File: config.mk
export PLATFORM = sky130hd
export DESIGN_NAME = wind_bin_ring_gust_kth_largest
export DESIGN_NICKNAME = d
export VERILOG_FILES = /design/src/hw/rtl/wbr_pkg.sv /design/src/hw/rtl/wind_bin_ring_gust_kth_largest.sv /design/src/hw/rtl/wbr_div.sv
export SDC_FILE = /design/constraint.sdc
export NUM_CORES = 2
export LEC_CHECK = 0
export ABC_CLOCK_PERIOD_IN_PS = 26100
export CORE_MARGIN = 5
export CORE_UTILIZATION = 60
export DETAILED_ROUTE_END_ITERATION = 10
export DONT_BUFFER_PORTS = 1
export PLACE_DENSITY = 0.77
export RECOVER_POWER = 25
export REMOVE_ABC_BUFFERS = 1
export SYNTH_ARGS = -nofsm -noshare
export SYNTH_HDL_FRONTEND = slang
export SYNTH_SLANG_ARGS = --single-unit
File: constraint.sdc
create_clock -name clk -period 26.1 [get_ports clk]
set_input_delay 0 -clock clk [delete_from_list [all_inputs] [get_ports clk]]
set_output_delay 0 -clock clk [all_outputs]
set_load 0.02 [all_outputs]
File: src/hw/rtl/wbr_pkg.sv
// wbr_pkg: shared types and constants for the wind bin ring block
// item structs, request codes, bin entry layout and controller states
// no dependencies
package wbr_pkg;

  // default configuration of the ring
  localparam int DEPTH_DEF = 32;
  localparam int TOP_K_DEF = 7;

  // rank of the reported gust within the descending buffer (fifth highest)
  localparam int GUST_RANK = 4;

  // bin length after reset
  localparam logic [31:0] BIN_STEP_RST = 32'd60;

  // request codes
  localparam logic [1:0] REQ_WIND  = 2'd0;
  localparam logic [1:0] REQ_GUST  = 2'd1;
  localparam logic [1:0] REQ_QUERY = 2'd2;

  // input item
  typedef struct packed {
    logic [1:0]         req_type;
    logic [31:0]        now;
    logic signed [15:0] sample_tenths;
    logic [31:0]        query_age;
  } req_t;

  // result item
  typedef struct packed {
    logic [15:0] mean_wind;
    logic [15:0] gust_fifth;
    logic [5:0]  sample_count;
    logic        valid_res;
  } res_t;

  // one bin of the ring memory
  typedef struct packed {
    logic [15:0] wind;
    logic [15:0] gust;
    logic [31:0] stamp;
  } bin_t;

  // controller states
  typedef enum logic [2:0] {
    ST_IDLE,
    ST_ADD,
    ST_SCAN,
    ST_DIV,
    ST_WAIT,
    ST_FIN
  } state_t;

endpackage

File: src/hw/rtl/wind_bin_ring_gust_kth_largest.sv
// wind_bin_ring_gust_kth_largest: ring of time-stamped wind/gust bins with windowed query
// depends on wbr_pkg and wbr_div
// bins live in one synchronous memory with per-entry valid bits
//
// The bins sit in a single memory with a registered read. An add item is read, then modified and
// written back; the bin closes and the write position moves on when the current bin is
// stamped and older than bin_step. A query item reads all DEPTH bins, one per cycle through
// the memory read port, keeping the sum, count and a sorted top-TOP_K gust buffer, then, if
// any bin is in the window, runs a bit-serial divider for the mean; there is one result
// item per query. Reset clears the per-entry valid bits at once, so there is no clearing
// pass; a bin never written reads as zero and unstamped. One item is in work at a time;
// further add items are taken while a query result waits on the output.
module wind_bin_ring_gust_kth_largest #(
  parameter int DEPTH = wbr_pkg::DEPTH_DEF,
  parameter int TOP_K = wbr_pkg::TOP_K_DEF
) (
  input  logic          clk,
  input  logic          rst,
  input  logic          cfg_valid,
  output logic          cfg_ready,
  input  logic [31:0]   cfg_data,
  input  logic          in_valid,
  output logic          in_ready,
  input  wbr_pkg::req_t in_data,
  output logic          out_valid,
  input  logic          out_ready,
  output wbr_pkg::res_t out_data
);

  localparam int IDX_W = $clog2(DEPTH);
  localparam int CNT_W = $clog2(DEPTH + 1);
  localparam int SUM_W = 16 + CNT_W;

  wbr_pkg::state_t state, state_next;
  logic [31:0]     bin_step;
  logic [IDX_W-1:0] write_pos;
  logic [DEPTH-1:0] bin_vld;
  wbr_pkg::req_t   req;

  // memory ports
  wbr_pkg::bin_t   mem [DEPTH];
  wbr_pkg::bin_t   rd_q, rd_entry, wr_entry;
  logic            rd_vld;
  logic [IDX_W-1:0] rd_addr, wr_addr, pos_inc;
  logic            wr_en;

  // scan state
  logic [CNT_W-1:0] issue_idx;
  logic [CNT_W-1:0] cnt;
  logic [SUM_W-1:0] sum;
  logic [15:0]      topk [TOP_K];
  logic [15:0]      topk_next [TOP_K];
  logic [TOP_K-1:0] keep;
  logic [TOP_K-1:0] prev_keep;
  logic [15:0]      prev_val [TOP_K];
  logic             incl;

  // add path
  logic        adv;
  logic        neg;
  logic [15:0] raw;
  logic [15:0] wind_val, gust_val;

  // divider and output
  logic             div_start, div_done, out_load, accept;
  logic [SUM_W-1:0] quotient;
  logic [CNT_W+5:0] cnt_ext;
  wbr_pkg::res_t    res;

  assign cfg_ready = 1'b1;
  assign in_ready  = (state == wbr_pkg::ST_IDLE);
  assign accept    = in_valid && in_ready;

  // masked read data: a never-written bin reads as zero
  assign rd_entry = rd_vld ? rd_q : '0;

  // bin close and sample conditioning
  assign pos_inc  = (write_pos == IDX_W'(DEPTH - 1)) ? '0 : write_pos + 1'b1;
  assign adv      = (rd_entry.stamp != 32'd0) && ((req.now - rd_entry.stamp) > bin_step);
  assign raw      = req.sample_tenths;
  assign neg      = raw[15];
  assign wind_val = neg ? 16'd0 : raw;
  assign gust_val = neg ? 16'(17'h10000 - {1'b0, raw}) : raw;

  // window membership of the bin being scanned
  assign incl = (rd_entry.stamp != 32'd0) && ((req.now - rd_entry.stamp) < req.query_age);

  // sorted insert into the descending gust buffer, duplicates kept
  always_comb begin
    for (int j = 0; j < TOP_K; j++) begin
      keep[j] = topk[j] >= rd_entry.gust;
    end
    prev_keep[0] = 1'b1;
    prev_val[0]  = rd_entry.gust;
    for (int j = 1; j < TOP_K; j++) begin
      prev_keep[j] = keep[j-1];
      prev_val[j]  = topk[j-1];
    end
    for (int j = 0; j < TOP_K; j++) begin
      if (keep[j]) begin
        topk_next[j] = topk[j];
      end else if (prev_keep[j]) begin
        topk_next[j] = rd_entry.gust;
      end else begin
        topk_next[j] = prev_val[j];
      end
    end
  end

  // next state and strobes
  always_comb begin
    state_next = state;
    rd_addr    = write_pos;
    wr_en      = 1'b0;
    wr_addr    = write_pos;
    wr_entry   = '0;
    div_start  = 1'b0;
    out_load   = 1'b0;
    unique case (state)
      wbr_pkg::ST_IDLE: begin
        if (in_valid) begin
          case (in_data.req_type) inside
            wbr_pkg::REQ_WIND, wbr_pkg::REQ_GUST: begin
              rd_addr    = write_pos;
              state_next = wbr_pkg::ST_ADD;
            end
            wbr_pkg::REQ_QUERY: begin
              rd_addr    = '0;
              state_next = wbr_pkg::ST_SCAN;
            end
            default: ;
          endcase
        end
      end
      wbr_pkg::ST_ADD: begin
        wr_en          = 1'b1;
        wr_addr        = adv ? pos_inc : write_pos;
        wr_entry.wind  = (req.req_type == wbr_pkg::REQ_WIND) ? wind_val : rd_entry.wind;
        wr_entry.gust  = (req.req_type == wbr_pkg::REQ_GUST) ? gust_val : rd_entry.gust;
        wr_entry.stamp = req.now;
        state_next     = wbr_pkg::ST_IDLE;
      end
      wbr_pkg::ST_SCAN: begin
        rd_addr = issue_idx[IDX_W-1:0];
        if (issue_idx == CNT_W'(DEPTH)) begin
          state_next = wbr_pkg::ST_DIV;
        end
      end
      wbr_pkg::ST_DIV: begin
        if (cnt == '0) begin
          state_next = wbr_pkg::ST_FIN;
        end else begin
          div_start  = 1'b1;
          state_next = wbr_pkg::ST_WAIT;
        end
      end
      wbr_pkg::ST_WAIT: begin
        if (div_done) begin
          state_next = wbr_pkg::ST_FIN;
        end
      end
      wbr_pkg::ST_FIN: begin
        if (!out_valid || out_ready) begin
          out_load   = 1'b1;
          state_next = wbr_pkg::ST_IDLE;
        end
      end
      default: state_next = wbr_pkg::ST_IDLE;
    endcase
  end

  // control registers
  always_ff @(posedge clk) begin
    if (rst) begin
      state     <= wbr_pkg::ST_IDLE;
      bin_step  <= wbr_pkg::BIN_STEP_RST;
      write_pos <= '0;
      bin_vld   <= '0;
      out_valid <= 1'b0;
    end else begin
      state <= state_next;
      if (cfg_valid && cfg_ready) begin
        bin_step <= cfg_data;
      end
      if (wr_en) begin
        write_pos        <= wr_addr;
        bin_vld[wr_addr] <= 1'b1;
      end
      if (out_load) begin
        out_valid <= 1'b1;
      end else if (out_ready) begin
        out_valid <= 1'b0;
      end
    end
  end

  // bin memory, one write and one registered read port
  always_ff @(posedge clk) begin
    if (wr_en) begin
      mem[wr_addr] <= wr_entry;
    end
    rd_q   <= mem[rd_addr];
    rd_vld <= bin_vld[rd_addr];
  end

  // item latch and scan accumulators
  always_ff @(posedge clk) begin
    if (accept) begin
      req <= in_data;
    end
    if (accept && in_data.req_type == wbr_pkg::REQ_QUERY) begin
      issue_idx <= CNT_W'(1);
      cnt       <= '0;
      sum       <= '0;
      for (int j = 0; j < TOP_K; j++) begin
        topk[j] <= '0;
      end
    end else if (state == wbr_pkg::ST_SCAN) begin
      if (issue_idx != CNT_W'(DEPTH)) begin
        issue_idx <= issue_idx + 1'b1;
      end
      if (incl) begin
        sum <= sum + SUM_W'(rd_entry.wind);
        cnt <= cnt + 1'b1;
        for (int j = 0; j < TOP_K; j++) begin
          topk[j] <= topk_next[j];
        end
      end
    end
  end

  // mean of the included wind values
  wbr_div #(
    .DVD_W(SUM_W),
    .DVS_W(CNT_W)
  ) u_div (
    .clk      (clk),
    .rst      (rst),
    .start    (div_start),
    .dividend (sum),
    .divisor  (cnt),
    .done     (div_done),
    .quotient (quotient)
  );

  // result assembly
  assign cnt_ext = {6'd0, cnt};
  always_comb begin
    res.mean_wind    = (cnt == '0) ? 16'd0 : quotient[15:0];
    res.gust_fifth   = (cnt == '0) ? 16'd0 : topk[wbr_pkg::GUST_RANK];
    res.sample_count = cnt_ext[5:0];
    res.valid_res    = (cnt != '0);
  end

  // output register
  always_ff @(posedge clk) begin
    if (out_load) begin
      out_data <= res;
    end
  end

`ifndef NO_ASSERTIONS
  // an add item is read and written back, then the block is ready again
  a_add_two_cycles: assert property (@(posedge clk) disable iff (rst)
    accept && (in_data.req_type == wbr_pkg::REQ_WIND || in_data.req_type == wbr_pkg::REQ_GUST)
    |=> ##1 in_ready)
    else $error("add item did not complete in two cycles");

  // the count never runs ahead of the bins already read
  a_cnt_bound: assert property (@(posedge clk) disable iff (rst)
    state == wbr_pkg::ST_SCAN |-> cnt < issue_idx)
    else $error("window count exceeds bins scanned");

  // a result item only appears out of the finish state
  a_out_from_fin: assert property (@(posedge clk) disable iff (rst)
    $rose(out_valid) |-> $past(state == wbr_pkg::ST_FIN))
    else $error("result item raised outside finish state");
`endif

endmodule

File: src/hw/rtl/wbr_div.sv
// wbr_div: iterative restoring divider, one quotient bit per cycle
// used by the top level for the windowed mean
// no package dependencies
module wbr_div #(
  parameter int DVD_W = 22,
  parameter int DVS_W = 6
) (
  input  logic             clk,
  input  logic             rst,
  input  logic             start,
  input  logic [DVD_W-1:0] dividend,
  input  logic [DVS_W-1:0] divisor,
  output logic             done,
  output logic [DVD_W-1:0] quotient
);

  localparam int STEP_W = $clog2(DVD_W + 1);

  logic              busy;
  logic [STEP_W-1:0] step;
  logic [DVS_W-1:0]  rem;
  logic [DVD_W-1:0]  quo;
  logic [DVS_W:0]    trial;
  logic              fits;

  // shift in the next dividend bit and try the subtract
  assign trial = {rem, quo[DVD_W-1]};
  assign fits  = trial >= {1'b0, divisor};

  // control
  always_ff @(posedge clk) begin
    if (rst) begin
      busy <= 1'b0;
      done <= 1'b0;
    end else begin
      done <= 1'b0;
      if (start) begin
        busy <= 1'b1;
      end else if (busy && step == STEP_W'(1)) begin
        busy <= 1'b0;
        done <= 1'b1;
      end
    end
  end

  // datapath
  always_ff @(posedge clk) begin
    if (start) begin
      quo  <= dividend;
      rem  <= '0;
      step <= STEP_W'(DVD_W);
    end else if (busy) begin
      step <= step - 1'b1;
      if (fits) begin
        rem <= DVS_W'(trial - {1'b0, divisor});
        quo <= {quo[DVD_W-2:0], 1'b1};
      end else begin
        rem <= trial[DVS_W-1:0];
        quo <= {quo[DVD_W-2:0], 1'b0};
      end
    end
  end

  assign quotient = quo;

endmodule

==> results_dict.tcl <==
set metrics [dict create \
    status "finished with violations" \
    violations "capacitance limit, slew limit" \
    grt.overflow.total 0 \
    drtAntennaViolNets 0 \
    synth_top_cell_by_area "edfxtp_1" \
    cts_max_level 4 \
    total_power_mw 9.33 \
    postCtsSetupBuffers 0 \
    core_um2 169000 \
    clk_latency_ns 0.86 \
    die_w_um 423 \
    cap_violations 38 \
    root_buffer "clkbuf_16" \
    cpPeakStageDelay_ns 0.96 \
    grt_pass1_vias 67200 \
    rsz0062_at_grt "false" \
    skew_ns 0.0533 \
    routed_via_density 6.48 \
    clock_sinks 2456 \
    initial_core_util 0.603 \
    max_freq_mhz 107 \
    placement.io_buffers 0 \
    cp_slowest_cell "nor2_4" \
    drt_iter0_markers 9869 \
    path_class "register to register" \
    tritoncts "yes" \
    gp_congestion 0.884 \
    clk_path_buf_depth 3 \
    antenna_found_initial 17 \
    final_nets 8522 \
    synth_seq_area_share 0.703 \
    worstPathMaxFanout 39 \
    critPathRequiredTime_ns 26.54 \
    groute.usage.overall 0.319 \
    dp_hpwl_mm 172 \
    hold_viol_final 0 \
    fp-row-count 151 \
    ios 161 \
    hp-class "input port to register" \
    slew_viol_final 1140 \
    ys_ff_latch 2456 \
    wirelength_mm 291 \
    p_leak_nw 40.6 \
    die_h_um 423 \
    finalCritPeriodShare 0.357 \
    ir_drop_uv 90.6 \
    wl_met3_mm 36.3 \
    multi_input_comb_area_um2 28300 \
    die-area_um2 179000 \
    powerDensity_nw_per_um2 81.4 \
    drive_above_1_share 0.0697 \
    grt_max_degree 201 \
    nFillCells 11300 \
    worst_slew_pin_slew_ns 3.44 \
    cp_top_family "compound AO/OA/AOI/OAI gates" \
    grt_pass1_wl_mm 428 \
    synthArstFlopShare 0 \
    place_inst 9939 \
    area_growth_pct 12.2 \
    final_cell_mix "2271 x edfxtp_1, 2247 x nand2_1, 477 x and3_1" \
    postSynthAreaPerCell_um2 12.7 \
    met1_length_mm 104 \
    ys_types 76 \
    firstDrtPassIters 7 \
    cts_buffers 232 \
    path_cells "nand2_1 -> ha_1 -> a211oi_2 -> o21bai_1 -> nor4_2 -> nor3_1 -> o31a_1 -> o21a_1 -> o41ai_4 -> o21ai_2 -> or4_1 -> nand4_1 -> ha_1 -> a21o_1 -> a21o_1 -> a21oi_1 -> o21ai_0 -> a21oi_1 -> a211o_1 -> inv_1 -> o31ai_1 -> or3b_1 -> nor2_4 -> buf_4" \
    setup_viol 0 \
    top_layer_used "met5" \
    seq_area_um2 71900 \
    drc 0 \
    start_kind "register" \
    fin_cells 10600 \
    yosys_warnings 0 \
    cp.arrival_ns 9.76 \
    end_kind "register" \
    path_buf_inv 2 \
    synth_flop_cell "edfxtp_1" \
    synth_area_um2 102000 \
    synth_edf_count 2271 \
    dr_wl_met2_mm 135 \
    yosys-top-cells-area "edfxtp_1 67%, nand2_1 8.3%, dfxtp_1 3.6%" \
    relSlewSlack -1.30 \
    final_common_cell "edfxtp_1" \
    clkTransAtPathRegs_ns 0.06 \
    post_drt_wl_per_cell_um 27.4 \
    routed-via-count 68800 \
    finalCriticalPeriod_ns 9.32 \
    synth_top_area_share 0.667 \
    netlist_instances 8082 \
]
-- Yosys cell counts (all sizes together), types with 49 or more instances --
cell and instances:
nor2b 49, a21oi 111, a31oi 261, nor2 260, inv 124, nand2 2248, nand3 129, dfxtp 185
and3 477, edfxtp 2271, mux2i 102, a211oi 242, nor4 67, and2 67, a311oi 270, buf 187
clkbuf 346, ha 206, o21ai 67, a21o 78
-- path summary, 6_finish.rpt --
check	startpoint	end	slack (ns)	cells past startpoint
setup / recovery	rd_vld	mem[0][45]	16.78	24
hold / removal	in_data[54]	req[54]	0.05	1
setup reg to reg	rd_vld	mem[0][45]	16.78	24
hold reg to reg	bin_vld[24]	bin_vld[24]	0.47	1
-- registers in the layout (all words and copies together) (netlist names), 3 cells and up --
signal	cells
cnt	6
out_data	39
req	66
u_div.step	5
u_div.rem	6
topk	80
rd_q	64
mem	2048
bin_vld	32
write_pos	5
state	3
sum	22
raw	16
issue_idx	6
u_div.quotient	22
bin_step	32
-- cell type report --
type                       count  share of cell area
clock inverter               139              0.0117
inverter                     124             0.00406
clock buffer                 297              0.0544
timing repair buffer         411              0.0320
sequential                  2456               0.627
tap                         2218              0.0242
multi-input combinational   4969               0.247
antenna                        7            0.000153
-- power by group --
group	leakage, nW	total, mW	internal (mW)	switching (mW)
combinational	14.8	1.51	0.507	1.00
sequential	22.1	4.47	4.40	0.0704
clock	3.71	3.36	1.90	1.46
-- per-layer routing --
layer  track usage  vias up
met3        0.0817      747
met2         0.502     4548
li1              -    30000
met1         0.419    33500
met5             0        -
met4         0.151        8
-- what timing repair did --
action,CTS,global route
hold buffers,239,0
endpoints found under the hold margin,251,0
gates resized for setup,0,0
-- metrics by stage --
stage / utilization / TNS, ns / instance area, µm² / setup slack [ns] / hold WS (ns)
finish: 0.677 / 0 / 115000 / 16.78 / 0.0549
global route: 0.677 / 0 / 115000 / 16.19 / 0.00231
global placement: 0.619 / 0 / 105000 / 17.08 / 0.0895
floorplan: - / -810.94 / 100000 / -12.87 / 0.0691
CTS: 0.678 / 0 / 115000 / 16.92 / 0.000377
detailed placement: 0.619 / 0 / 105000 / 17.06 / 0.0908
-- logic make-up after synthesis --
family | count (synthesis) | synth area share
AO/OA/AOI/OAI | 1151 | 0.0813
XOR/XNOR | 69 | 0.00591
adder cells (fa/ha/maj) | 209 | 0.0258
buffers and inverters | 657 | 0.0259
flip-flops | 2456 | 0.703
multiplexers | 102 | 0.00998
other | 1 | 0.0000367
AND/OR/NAND/NOR | 3437 | 0.148
(Power assumes the default switching activity.)
